File: src/hw/rtl/tlsn_pkg.sv
// ----------------------------------------------------------------------------
// Line splitter package
// Types, byte codes and register indexes shared by the line splitter modules.
// ----------------------------------------------------------------------------
package tlsn_pkg;

   // most results one input byte can cause
   localparam int BURST_DEPTH = 6;
   localparam int CNT_W       = $clog2(BURST_DEPTH + 1);
   localparam int IDX_W       = $clog2(BURST_DEPTH);

   // register indexes (paddr[3:2])
   localparam logic [1:0] REG_DELIM_FIRST   = 2'd0;
   localparam logic [1:0] REG_DELIM_SECOND  = 2'd1;
   localparam logic [1:0] REG_CONVERT_PUNCT = 2'd2;

   localparam logic [7:0] DELIM_RESET = 8'h0A;

   // byte-order mark progress
   localparam logic [1:0] MARK_START = 2'd0;
   localparam logic [1:0] MARK_GOT_A = 2'd1;
   localparam logic [1:0] MARK_GOT_B = 2'd2;
   localparam logic [1:0] MARK_DONE  = 2'd3;

   localparam logic [7:0] BYTE_MARK_A   = 8'hEF;
   localparam logic [7:0] BYTE_MARK_B   = 8'hBB;
   localparam logic [7:0] BYTE_MARK_C   = 8'hBF;
   localparam logic [7:0] BYTE_CR       = 8'h0D;
   localparam logic [7:0] BYTE_LSQUOTE  = 8'h91;
   localparam logic [7:0] BYTE_RSQUOTE  = 8'h92;
   localparam logic [7:0] BYTE_LDQUOTE  = 8'h93;
   localparam logic [7:0] BYTE_RDQUOTE  = 8'h94;
   localparam logic [7:0] BYTE_EMDASH   = 8'h97;
   localparam logic [7:0] BYTE_ELLIPSIS = 8'h85;
   localparam logic [7:0] BYTE_UNIT_SEP = 8'h1F;
   localparam logic [7:0] BYTE_APOS     = 8'h27;
   localparam logic [7:0] BYTE_QUOTE    = 8'h22;
   localparam logic [7:0] BYTE_HYPHEN   = 8'h2D;
   localparam logic [7:0] BYTE_DOT      = 8'h2E;

   typedef struct packed {
      logic [7:0] out_byte;
      logic       byte_valid;
      logic       line_end;
      logic       text_done;
   } rsp_entry_type;

   typedef struct packed {
      logic       line_open;
      logic [1:0] mark_stage;
      logic       cr_held;
   } line_state_type;

   typedef struct packed {
      logic             load;
      logic [CNT_W-1:0] cnt;
   } burst_load_type;

endpackage

File: src/hw/rtl/tlsn_decode.sv
// ----------------------------------------------------------------------------
// Line splitter decode
// Turns one byte and the line state into its list of results and next state.
// ----------------------------------------------------------------------------
module tlsn_decode (
   input  logic [7:0]               in_byte,
   input  logic                     text_end,
   input  logic [7:0]               delim_first,
   input  logic [7:0]               delim_second,
   input  logic                     convert_punct,
   input  tlsn_pkg::line_state_type state_cur,
   output tlsn_pkg::line_state_type state_next,
   output logic [tlsn_pkg::CNT_W-1:0] res_cnt,
   output tlsn_pkg::rsp_entry_type  res_ent [tlsn_pkg::BURST_DEPTH]
);
   import tlsn_pkg::*;

   function automatic rsp_entry_type char_entry(input logic [7:0] b);
      rsp_entry_type e;
      e.out_byte   = b;
      e.byte_valid = 1'b1;
      e.line_end   = 1'b0;
      e.text_done  = 1'b0;
      return e;
   endfunction

   function automatic rsp_entry_type ctrl_entry(input logic le, input logic td);
      rsp_entry_type e;
      e.out_byte   = 8'h00;
      e.byte_valid = 1'b0;
      e.line_end   = le;
      e.text_done  = td;
      return e;
   endfunction

   logic is_delim;
   assign is_delim = (in_byte == delim_first) || (in_byte == delim_second);

   always_comb begin
      logic [CNT_W-1:0] n;
      logic [1:0]       m;
      logic             c;
      logic             held;
      logic             do_close;

      for (int i = 0; i < BURST_DEPTH; i++) begin
         res_ent[i] = ctrl_entry(1'b0, 1'b0);
      end
      n    = '0;
      held = 1'b0;
      // a new line starts fresh after a delimiter run
      m    = state_cur.line_open ? state_cur.mark_stage : MARK_START;
      c    = state_cur.line_open ? state_cur.cr_held : 1'b0;
      do_close = is_delim ? state_cur.line_open : text_end;

      if (is_delim && !state_cur.line_open && text_end) begin
         res_ent[n[IDX_W-1:0]] = ctrl_entry(1'b0, 1'b1);
         n = n + CNT_W'(1);
      end

      if (!is_delim) begin
         unique case (m)
            MARK_START: begin
               if (in_byte == BYTE_MARK_A) begin
                  m    = MARK_GOT_A;
                  held = 1'b1;
               end
            end
            MARK_GOT_A: begin
               if (in_byte == BYTE_MARK_B) begin
                  m    = MARK_GOT_B;
                  held = 1'b1;
               end else begin
                  res_ent[n[IDX_W-1:0]] = char_entry(BYTE_MARK_A);
                  n = n + CNT_W'(1);
               end
            end
            MARK_GOT_B: begin
               if (in_byte == BYTE_MARK_C) begin
                  m    = MARK_DONE;
                  held = 1'b1;
               end else begin
                  res_ent[n[IDX_W-1:0]] = char_entry(BYTE_MARK_A);
                  n = n + CNT_W'(1);
                  res_ent[n[IDX_W-1:0]] = char_entry(BYTE_MARK_B);
                  n = n + CNT_W'(1);
               end
            end
            default: ;
         endcase

         if (!held) begin
            m = MARK_DONE;
            if (c) begin
               res_ent[n[IDX_W-1:0]] = char_entry(BYTE_CR);
               n = n + CNT_W'(1);
               c = 1'b0;
            end
            if (in_byte == BYTE_CR) begin
               c = 1'b1;
            end else if (convert_punct) begin
               case (in_byte) inside
                  BYTE_LSQUOTE, BYTE_RSQUOTE: begin
                     res_ent[n[IDX_W-1:0]] = char_entry(BYTE_APOS);
                     n = n + CNT_W'(1);
                  end
                  BYTE_LDQUOTE, BYTE_RDQUOTE: begin
                     res_ent[n[IDX_W-1:0]] = char_entry(BYTE_QUOTE);
                     n = n + CNT_W'(1);
                  end
                  BYTE_EMDASH: begin
                     res_ent[n[IDX_W-1:0]] = char_entry(BYTE_HYPHEN);
                     n = n + CNT_W'(1);
                  end
                  BYTE_ELLIPSIS: begin
                     for (int k = 0; k < 3; k++) begin
                        res_ent[n[IDX_W-1:0]] = char_entry(BYTE_DOT);
                        n = n + CNT_W'(1);
                     end
                  end
                  BYTE_UNIT_SEP: ;
                  default: begin
                     res_ent[n[IDX_W-1:0]] = char_entry(in_byte);
                     n = n + CNT_W'(1);
                  end
               endcase
            end else begin
               res_ent[n[IDX_W-1:0]] = char_entry(in_byte);
               n = n + CNT_W'(1);
            end
         end
      end

      if (do_close) begin
         // a partial mark at line end goes out as plain bytes
         if (m == MARK_GOT_A || m == MARK_GOT_B) begin
            res_ent[n[IDX_W-1:0]] = char_entry(BYTE_MARK_A);
            n = n + CNT_W'(1);
         end
         if (m == MARK_GOT_B) begin
            res_ent[n[IDX_W-1:0]] = char_entry(BYTE_MARK_B);
            n = n + CNT_W'(1);
         end
         res_ent[n[IDX_W-1:0]] = ctrl_entry(1'b1, text_end);
         n = n + CNT_W'(1);
      end

      res_cnt = n;

      if (text_end) begin
         state_next.line_open  = 1'b1;
         state_next.mark_stage = MARK_START;
         state_next.cr_held    = 1'b0;
      end else if (is_delim) begin
         state_next.line_open  = 1'b0;
         state_next.mark_stage = state_cur.line_open ? MARK_DONE : state_cur.mark_stage;
         state_next.cr_held    = state_cur.line_open ? 1'b0 : state_cur.cr_held;
      end else begin
         state_next.line_open  = 1'b1;
         state_next.mark_stage = m;
         state_next.cr_held    = c;
      end
   end

endmodule

File: src/hw/rtl/tlsn_burst.sv
// ----------------------------------------------------------------------------
// Line splitter result burst buffer
// Holds one byte's results and hands them out one per cycle unless stalled.
// ----------------------------------------------------------------------------
module tlsn_burst (
   input  logic                     clock,
   input  logic                     reset,
   input  tlsn_pkg::burst_load_type ld,
   input  tlsn_pkg::rsp_entry_type  ld_ent [tlsn_pkg::BURST_DEPTH],
   output logic                     free,
   output logic                     rsp_valid,
   input  logic                     rsp_ready,
   output logic [7:0]               rsp_out_byte,
   output logic                     rsp_byte_valid,
   output logic                     rsp_line_end,
   output logic                     rsp_text_done,
   output logic                     rsp_run_last
);
   import tlsn_pkg::*;

   rsp_entry_type    ent_ff [BURST_DEPTH];
   logic [CNT_W-1:0] cnt_ff, cnt_in;
   logic [IDX_W-1:0] idx_ff, idx_in;
   logic             last;
   logic             take;
   rsp_entry_type    cur;

   assign rsp_valid = (cnt_ff != '0);
   assign last      = rsp_valid && (CNT_W'(idx_ff) == (cnt_ff - CNT_W'(1)));
   assign take      = rsp_valid && rsp_ready;
   assign free      = !rsp_valid || (take && last);
   assign cur       = ent_ff[idx_ff];

   assign rsp_out_byte   = cur.out_byte;
   assign rsp_byte_valid = cur.byte_valid;
   assign rsp_line_end   = cur.line_end;
   assign rsp_text_done  = cur.text_done;
   assign rsp_run_last   = last;

   always_comb begin
      cnt_in = cnt_ff;
      idx_in = idx_ff;
      if (ld.load) begin
         cnt_in = ld.cnt;
         idx_in = '0;
      end else if (take) begin
         if (last) begin
            cnt_in = '0;
            idx_in = '0;
         end else begin
            idx_in = idx_ff + IDX_W'(1);
         end
      end
   end

   always_ff @(posedge clock) begin
      if (reset) begin
         cnt_ff <= '0;
         idx_ff <= '0;
      end else begin
         cnt_ff <= cnt_in;
         idx_ff <= idx_in;
      end
   end

   always_ff @(posedge clock) begin
      if (ld.load) begin
         ent_ff <= ld_ent;
      end
   end

endmodule

File: src/hw/rtl/text_line_splitter_normalizer.sv
// ----------------------------------------------------------------------------
// Text line splitter and normalizer
// Splits a byte stream into lines, strips byte-order marks and trailing CR,
// and optionally maps Windows-1252 punctuation to ASCII.
// ----------------------------------------------------------------------------
//  Channel  Direction  Transaction
//  req_     in         one raw text byte plus end-of-text flag
//  rsp_     out        one normalized byte or line/text end marker
//  p*       in/out     APB register access, delimiters and conversion enable
//
// A byte enters the input register, is decoded into 0..6 results once the burst
// buffer is free, and those leave the burst buffer one per cycle while
// rsp_ready is high. Throughput is one byte per cycle while bytes give at most
// one result and rsp_ready is high, else the next byte waits until the last
// result is taken; the single-entry output of the burst buffer sets that.
// Synchronous reset clears control state; no clearing pass is needed.
// A stalled rsp_ready holds the current result; one more byte waits upstream.
// ----------------------------------------------------------------------------
module text_line_splitter_normalizer (
   input  logic        clock,
   input  logic        reset,
   input  logic        req_valid,
   output logic        req_ready,
   input  logic [7:0]  req_in_byte,
   input  logic        req_text_end,
   output logic        rsp_valid,
   input  logic        rsp_ready,
   output logic [7:0]  rsp_out_byte,
   output logic        rsp_byte_valid,
   output logic        rsp_line_end,
   output logic        rsp_text_done,
   output logic        rsp_run_last,
   input  logic        psel,
   input  logic        penable,
   input  logic        pwrite,
   input  logic [3:0]  paddr,
   input  logic [31:0] pwdata,
   output logic [31:0] prdata,
   output logic        pready
);
   import tlsn_pkg::*;

   // configuration registers
   logic [7:0] delim_first_ff, delim_first_in;
   logic [7:0] delim_second_ff, delim_second_in;
   logic       convert_ff, convert_in;
   logic       csr_wr;
   logic [1:0] csr_idx;

   // input register
   logic       hold_valid_ff, hold_valid_in;
   logic [7:0] hold_byte_ff;
   logic       hold_end_ff;

   line_state_type   state_ff, state_in, state_dec;
   logic [CNT_W-1:0] dec_cnt;
   rsp_entry_type    dec_ent [BURST_DEPTH];
   burst_load_type   ld;
   logic             burst_free;
   logic             fire;
   logic             req_take;

   assign pready  = 1'b1;
   assign csr_wr  = psel && penable && pwrite;
   assign csr_idx = paddr[3:2];

   always_comb begin
      delim_first_in  = delim_first_ff;
      delim_second_in = delim_second_ff;
      convert_in      = convert_ff;
      if (csr_wr) begin
         unique case (csr_idx)
            REG_DELIM_FIRST:   delim_first_in  = pwdata[7:0];
            REG_DELIM_SECOND:  delim_second_in = pwdata[7:0];
            REG_CONVERT_PUNCT: convert_in      = pwdata[0];
            default: ;
         endcase
      end
   end

   always_comb begin
      unique case (csr_idx)
         REG_DELIM_FIRST:   prdata = {24'h000000, delim_first_ff};
         REG_DELIM_SECOND:  prdata = {24'h000000, delim_second_ff};
         REG_CONVERT_PUNCT: prdata = {31'h00000000, convert_ff};
         default:           prdata = 32'h00000000;
      endcase
   end

   // decode the held byte once the burst buffer can take its results
   assign fire      = hold_valid_ff && burst_free;
   assign req_ready = !hold_valid_ff || fire;
   assign req_take  = req_valid && req_ready;

   assign hold_valid_in = req_take ? 1'b1 : (fire ? 1'b0 : hold_valid_ff);
   assign state_in      = fire ? state_dec : state_ff;
   assign ld.load       = fire;
   assign ld.cnt        = dec_cnt;

   tlsn_decode u_decode (
      .in_byte       (hold_byte_ff),
      .text_end      (hold_end_ff),
      .delim_first   (delim_first_ff),
      .delim_second  (delim_second_ff),
      .convert_punct (convert_ff),
      .state_cur     (state_ff),
      .state_next    (state_dec),
      .res_cnt       (dec_cnt),
      .res_ent       (dec_ent)
   );

   tlsn_burst u_burst (
      .clock          (clock),
      .reset          (reset),
      .ld             (ld),
      .ld_ent         (dec_ent),
      .free           (burst_free),
      .rsp_valid      (rsp_valid),
      .rsp_ready      (rsp_ready),
      .rsp_out_byte   (rsp_out_byte),
      .rsp_byte_valid (rsp_byte_valid),
      .rsp_line_end   (rsp_line_end),
      .rsp_text_done  (rsp_text_done),
      .rsp_run_last   (rsp_run_last)
   );

   always_ff @(posedge clock) begin
      if (reset) begin
         delim_first_ff       <= DELIM_RESET;
         delim_second_ff      <= DELIM_RESET;
         convert_ff           <= 1'b1;
         hold_valid_ff        <= 1'b0;
         state_ff.line_open   <= 1'b1;
         state_ff.mark_stage  <= MARK_START;
         state_ff.cr_held     <= 1'b0;
      end else begin
         delim_first_ff  <= delim_first_in;
         delim_second_ff <= delim_second_in;
         convert_ff      <= convert_in;
         hold_valid_ff   <= hold_valid_in;
         state_ff        <= state_in;
      end
   end

   always_ff @(posedge clock) begin
      if (req_take) begin
         hold_byte_ff <= req_in_byte;
         hold_end_ff  <= req_text_end;
      end
   end

endmodule

File: config.mk
export PLATFORM = sky130hd
export DESIGN_NAME = text_line_splitter_normalizer
export DESIGN_NICKNAME = d
export VERILOG_FILES = /design/src/hw/rtl/tlsn_pkg.sv /design/src/hw/rtl/tlsn_decode.sv /design/src/hw/rtl/tlsn_burst.sv /design/src/hw/rtl/text_line_splitter_normalizer.sv
export SDC_FILE = /design/constraint.sdc
export NUM_CORES = 1
export LEC_CHECK = 0
export ABC_AREA = 1
export BUFFER_PORTS_ARGS = -buffer_cell sky130_fd_sc_hd__buf_2
export CAP_MARGIN = 15
export CORE_MARGIN = 2
export CORE_UTILIZATION = 65
export CTS_CLUSTER_SIZE = 10
export DETAILED_ROUTE_END_ITERATION = 12
export PLACE_DENSITY = 0.93
export SYNTH_ARGS = -nofsm -noshare
export SYNTH_HDL_FRONTEND = slang
export SYNTH_SLANG_ARGS = --single-unit
File: constraint.sdc
create_clock -name clock -period 13.36 [get_ports clock]
set_input_delay 1.336 -clock clock [delete_from_list [all_inputs] [get_ports clock]]
set_output_delay 1.336 -clock clock [all_outputs]
set_load 0.02 [all_outputs]
==> impl_metrics.env <==
export IMPL_status="complete, no violations"
export IMPL_power_density_nw_per_um2=104
export IMPL_dp_hpwl_um=21200
export IMPL_via_count=9585
export IMPL_required_ns=13.66
export IMPL_cts_max_path_buffers=2
export IMPL_finalMaxSlewViolations=0
export IMPL_cts_inserted_buffers=9
export IMPL_tightest_slew_ns=1.07
export IMPL_cp_max_fo=15
export IMPL_syn_instance_count=1307
export IMPL_viasPerCell=6.34
export IMPL_synth_ff_latch_count=103
export IMPL_root_buffer="clkbuf_16"
export IMPL_grt_pass1_vias=8841
export IMPL_mostFrequentLayoutCells="321 x nand2_1, 139 x o21ai_0, 138 x inv_1"
export IMPL_dieArea_um2=14700
export IMPL_crit_slowest_cell="edfxtp_1"
export IMPL_gr_usage_met3_pct=9.49
export IMPL_synth_top_family_by_area="simple AND/OR/NAND/NOR gates"
export IMPL_routed_wl_um=29100
export IMPL_yosys_cell_types_count=63
export IMPL_gr_max_usage_layer="met2"
export IMPL_post_drt_wl_per_cell_um=19.3
export IMPL_rsz0062_at_grt="no"
export IMPL_drt_iter0_drc=1540
export IMPL_avgSynthCellArea_um2=6.84
export IMPL_max_freq_mhz=146
export IMPL_crit_path_start_kind="flip-flop"
export IMPL_place_ws_ns=6.77
export IMPL_place_congestion=1.09
export IMPL_clkTransAtPathRegs_ns=0.07
export IMPL_hold_start="u_burst.cnt_ff[1]"
export IMPL_ff_latch_area_um2=2810
export IMPL_synth_compound_area_share_pct=20.6
export IMPL_r2r_start="hold_byte_ff[0]"
export IMPL_clk_latency_ns=0.37
export IMPL_post_cts_resized=0
export IMPL_layout_drive_gt1_share_pct=14.2
export IMPL_antenna_found_initial=0
export IMPL_hold_buffers=0
export IMPL_diodes=0
export IMPL_nNetsFinal=1403
export IMPL_grt_overflow=0
export IMPL_crit_type="flip-flop to flip-flop"
export IMPL_syn_area_um2=8940
export IMPL_synth_async_reset_ratio_pct=0
export IMPL_antenna_left=0
export IMPL_min_path_type="flip-flop to flip-flop"
export IMPL_use_met1_pct=51.2
export IMPL_die_h_um=121
export IMPL_fin_crit_sh_pct=51.3
export IMPL_portBuffers=47
export IMPL_core_area_um2=13300
export IMPL_grt_start_max_net_pins=74
export IMPL_ir_drop_mv=0.0716
export IMPL_ios=99
export IMPL_synth_edf_count=75
export IMPL_fin_ws_ns=6.51
export IMPL_placedInstanceArea_um2=9180
export IMPL_slowest_delay_ns=0.62
export IMPL_finalHoldViolations=0
export IMPL_clock_sinks=103
export IMPL_synth_mux_area_fraction_pct=0
export IMPL_row_count=42
export IMPL_synth_ff_type="edfxtp_1"
export IMPL_critPathCaptureType="flip-flop"
export IMPL_fillCellCount=1084
export IMPL_grt_util_met2_pct=65.7
export IMPL_htreeDepth=3
export IMPL_area_growth_pct=6.54
export IMPL_yosysWarnings=0
export IMPL_drt_pass1_iter_count=7
export IMPL_path_buf_inv=5
export IMPL_route_detailed_drc=0
export IMPL_cellLeakagePower_nw=4.69
export IMPL_final_common_cell="nand2_1"
export IMPL_grt_first_pass_wirelength_um=46200
export IMPL_post_cts_buffers=0
export IMPL_ys_seq_area_share_pct=31.5
export IMPL_yosys_area_share_adder_pct=2.94
export IMPL_synth_xor_area_share_pct=1.48
export IMPL_startpoint="hold_byte_ff[0]"
export IMPL_multi_input_area_um2=5190
export IMPL_tritoncts="yes"
export IMPL_fp_dieW_um=121
export IMPL_cp_arrival_ns=7.15
export IMPL_min_period_ns=6.85
export IMPL_cap_violations=0
export IMPL_final_area_um2=9520
export IMPL_setup_viol=0
export IMPL_initial_core_util_pct=67.0
export IMPL_grt_usage_pct=40.7
export IMPL_yosys_area_share_simple_pct=31.9
export IMPL_critical_path_top_delay_family="simple AND/OR/NAND/NOR gates"
export IMPL_timing_setup_tns_ns=0
export IMPL_maxSlewHeadroom_pct=27.9
export IMPL_clock_skew_ns=0.0105
[logic make-up (layout without fill, tap and decap cells)]
| logic type | after synthesis | after routing |
|---|---|---|
| simple gates | 613 | 613 |
| compound gates | 314 | 314 |
| buf+inv | 241 | 246 |
| flops | 103 | 103 |
| fa+ha+maj | 21 | 21 |
| xor+xnor | 13 | 13 |
| other cells | 2 | 25 |
[flip-flops by register name (all words and copies together) (netlist names)]
name	flops
u_burst.idx_ff	3
u_burst.ent_ff	66
hold_end_ff	1
hold_byte_ff	8
convert_ff	1
state_ff	4
delim_second_ff	8
u_burst.cnt_ff	3
hold_valid_ff	1
delim_first_ff	8
[final timing paths]
kind                                     endpoint  slack (ns)  cells past startpoint
worst max-delay path            u_burst.cnt_ff[2]        6.51                     33
worst min-delay path            u_burst.cnt_ff[1]        0.47                      2
worst max register to register  u_burst.cnt_ff[2]        6.51                     33
worst min register to register  u_burst.cnt_ff[1]        0.47                      2
[where the power goes]
part	total, mW	leakage (nW)	switching (mW)	internal (mW)
sequential	0.392	0.943	0.0151	0.377
clock	0.300	0.165	0.131	0.169
combinational	0.298	3.58	0.215	0.0828
[metrics by stage]
step | hold WS [ns] | total power [mW] | cells | util, %
floorplan | 0.438 | 0.610 | 1330 | -
global placement | 0.453 | 0.673 | 1495 | 68.8
detailed placement | 0.458 | 0.682 | 1495 | 68.8
CTS | 0.469 | 0.976 | 1511 | 71.3
global route | 0.494 | 1.03 | 1511 | 71.3
finish | 0.469 | 0.990 | 1511 | 71.3
[tightest hold or removal path, delay by kind of cell, from the launching register on]
kind / cells / cell delay, ns
flops: 1 / 0.31
simple gates: 1 / 0.06
compound gates: 1 / 0.05
[synth_stat cells (12+ instances only)]
| cell | number | area share [%] |
|---|---|---|
| a21oi_1 | 71 | 4.0 |
| buf_4 | 28 | 2.4 |
| clkbuf_1 | 26 | 1.1 |
| dfxtp_1 | 28 | 6.3 |
| edfxtp_1 | 75 | 25 |
| ha_1 | 21 | 2.9 |
| inv_1 | 138 | 5.8 |
| inv_2 | 32 | 1.3 |
| nand2_1 | 321 | 13 |
| nand2_2 | 19 | 1.3 |
| nand3_1 | 67 | 3.8 |
| nor2_1 | 133 | 5.6 |
| nor3_1 | 12 | 0.67 |
| o211ai_1 | 19 | 1.6 |
| o21ai_0 | 139 | 7.8 |
| o21ai_1 | 18 | 1.0 |
[cell type report]
cell class              instances  share of cell area, %
clock buffers                   9                   2.37
multi-input cells             986                   54.5
clock inverters                 7                   1.20
flip-flops and latches        103                   29.5
repair buffers                 54                   3.02
well taps                     176                   2.31
inverters                     176                   7.04
[per-layer routing]
layer | part of all wire (%) | wire length [µm]
met5 | 0 | 0
met4 | 5.3 | 1550
met3 | 12 | 3450
met2 | 46 | 13300
met1 | 37 | 10800
(Power assumes the default switching activity.)
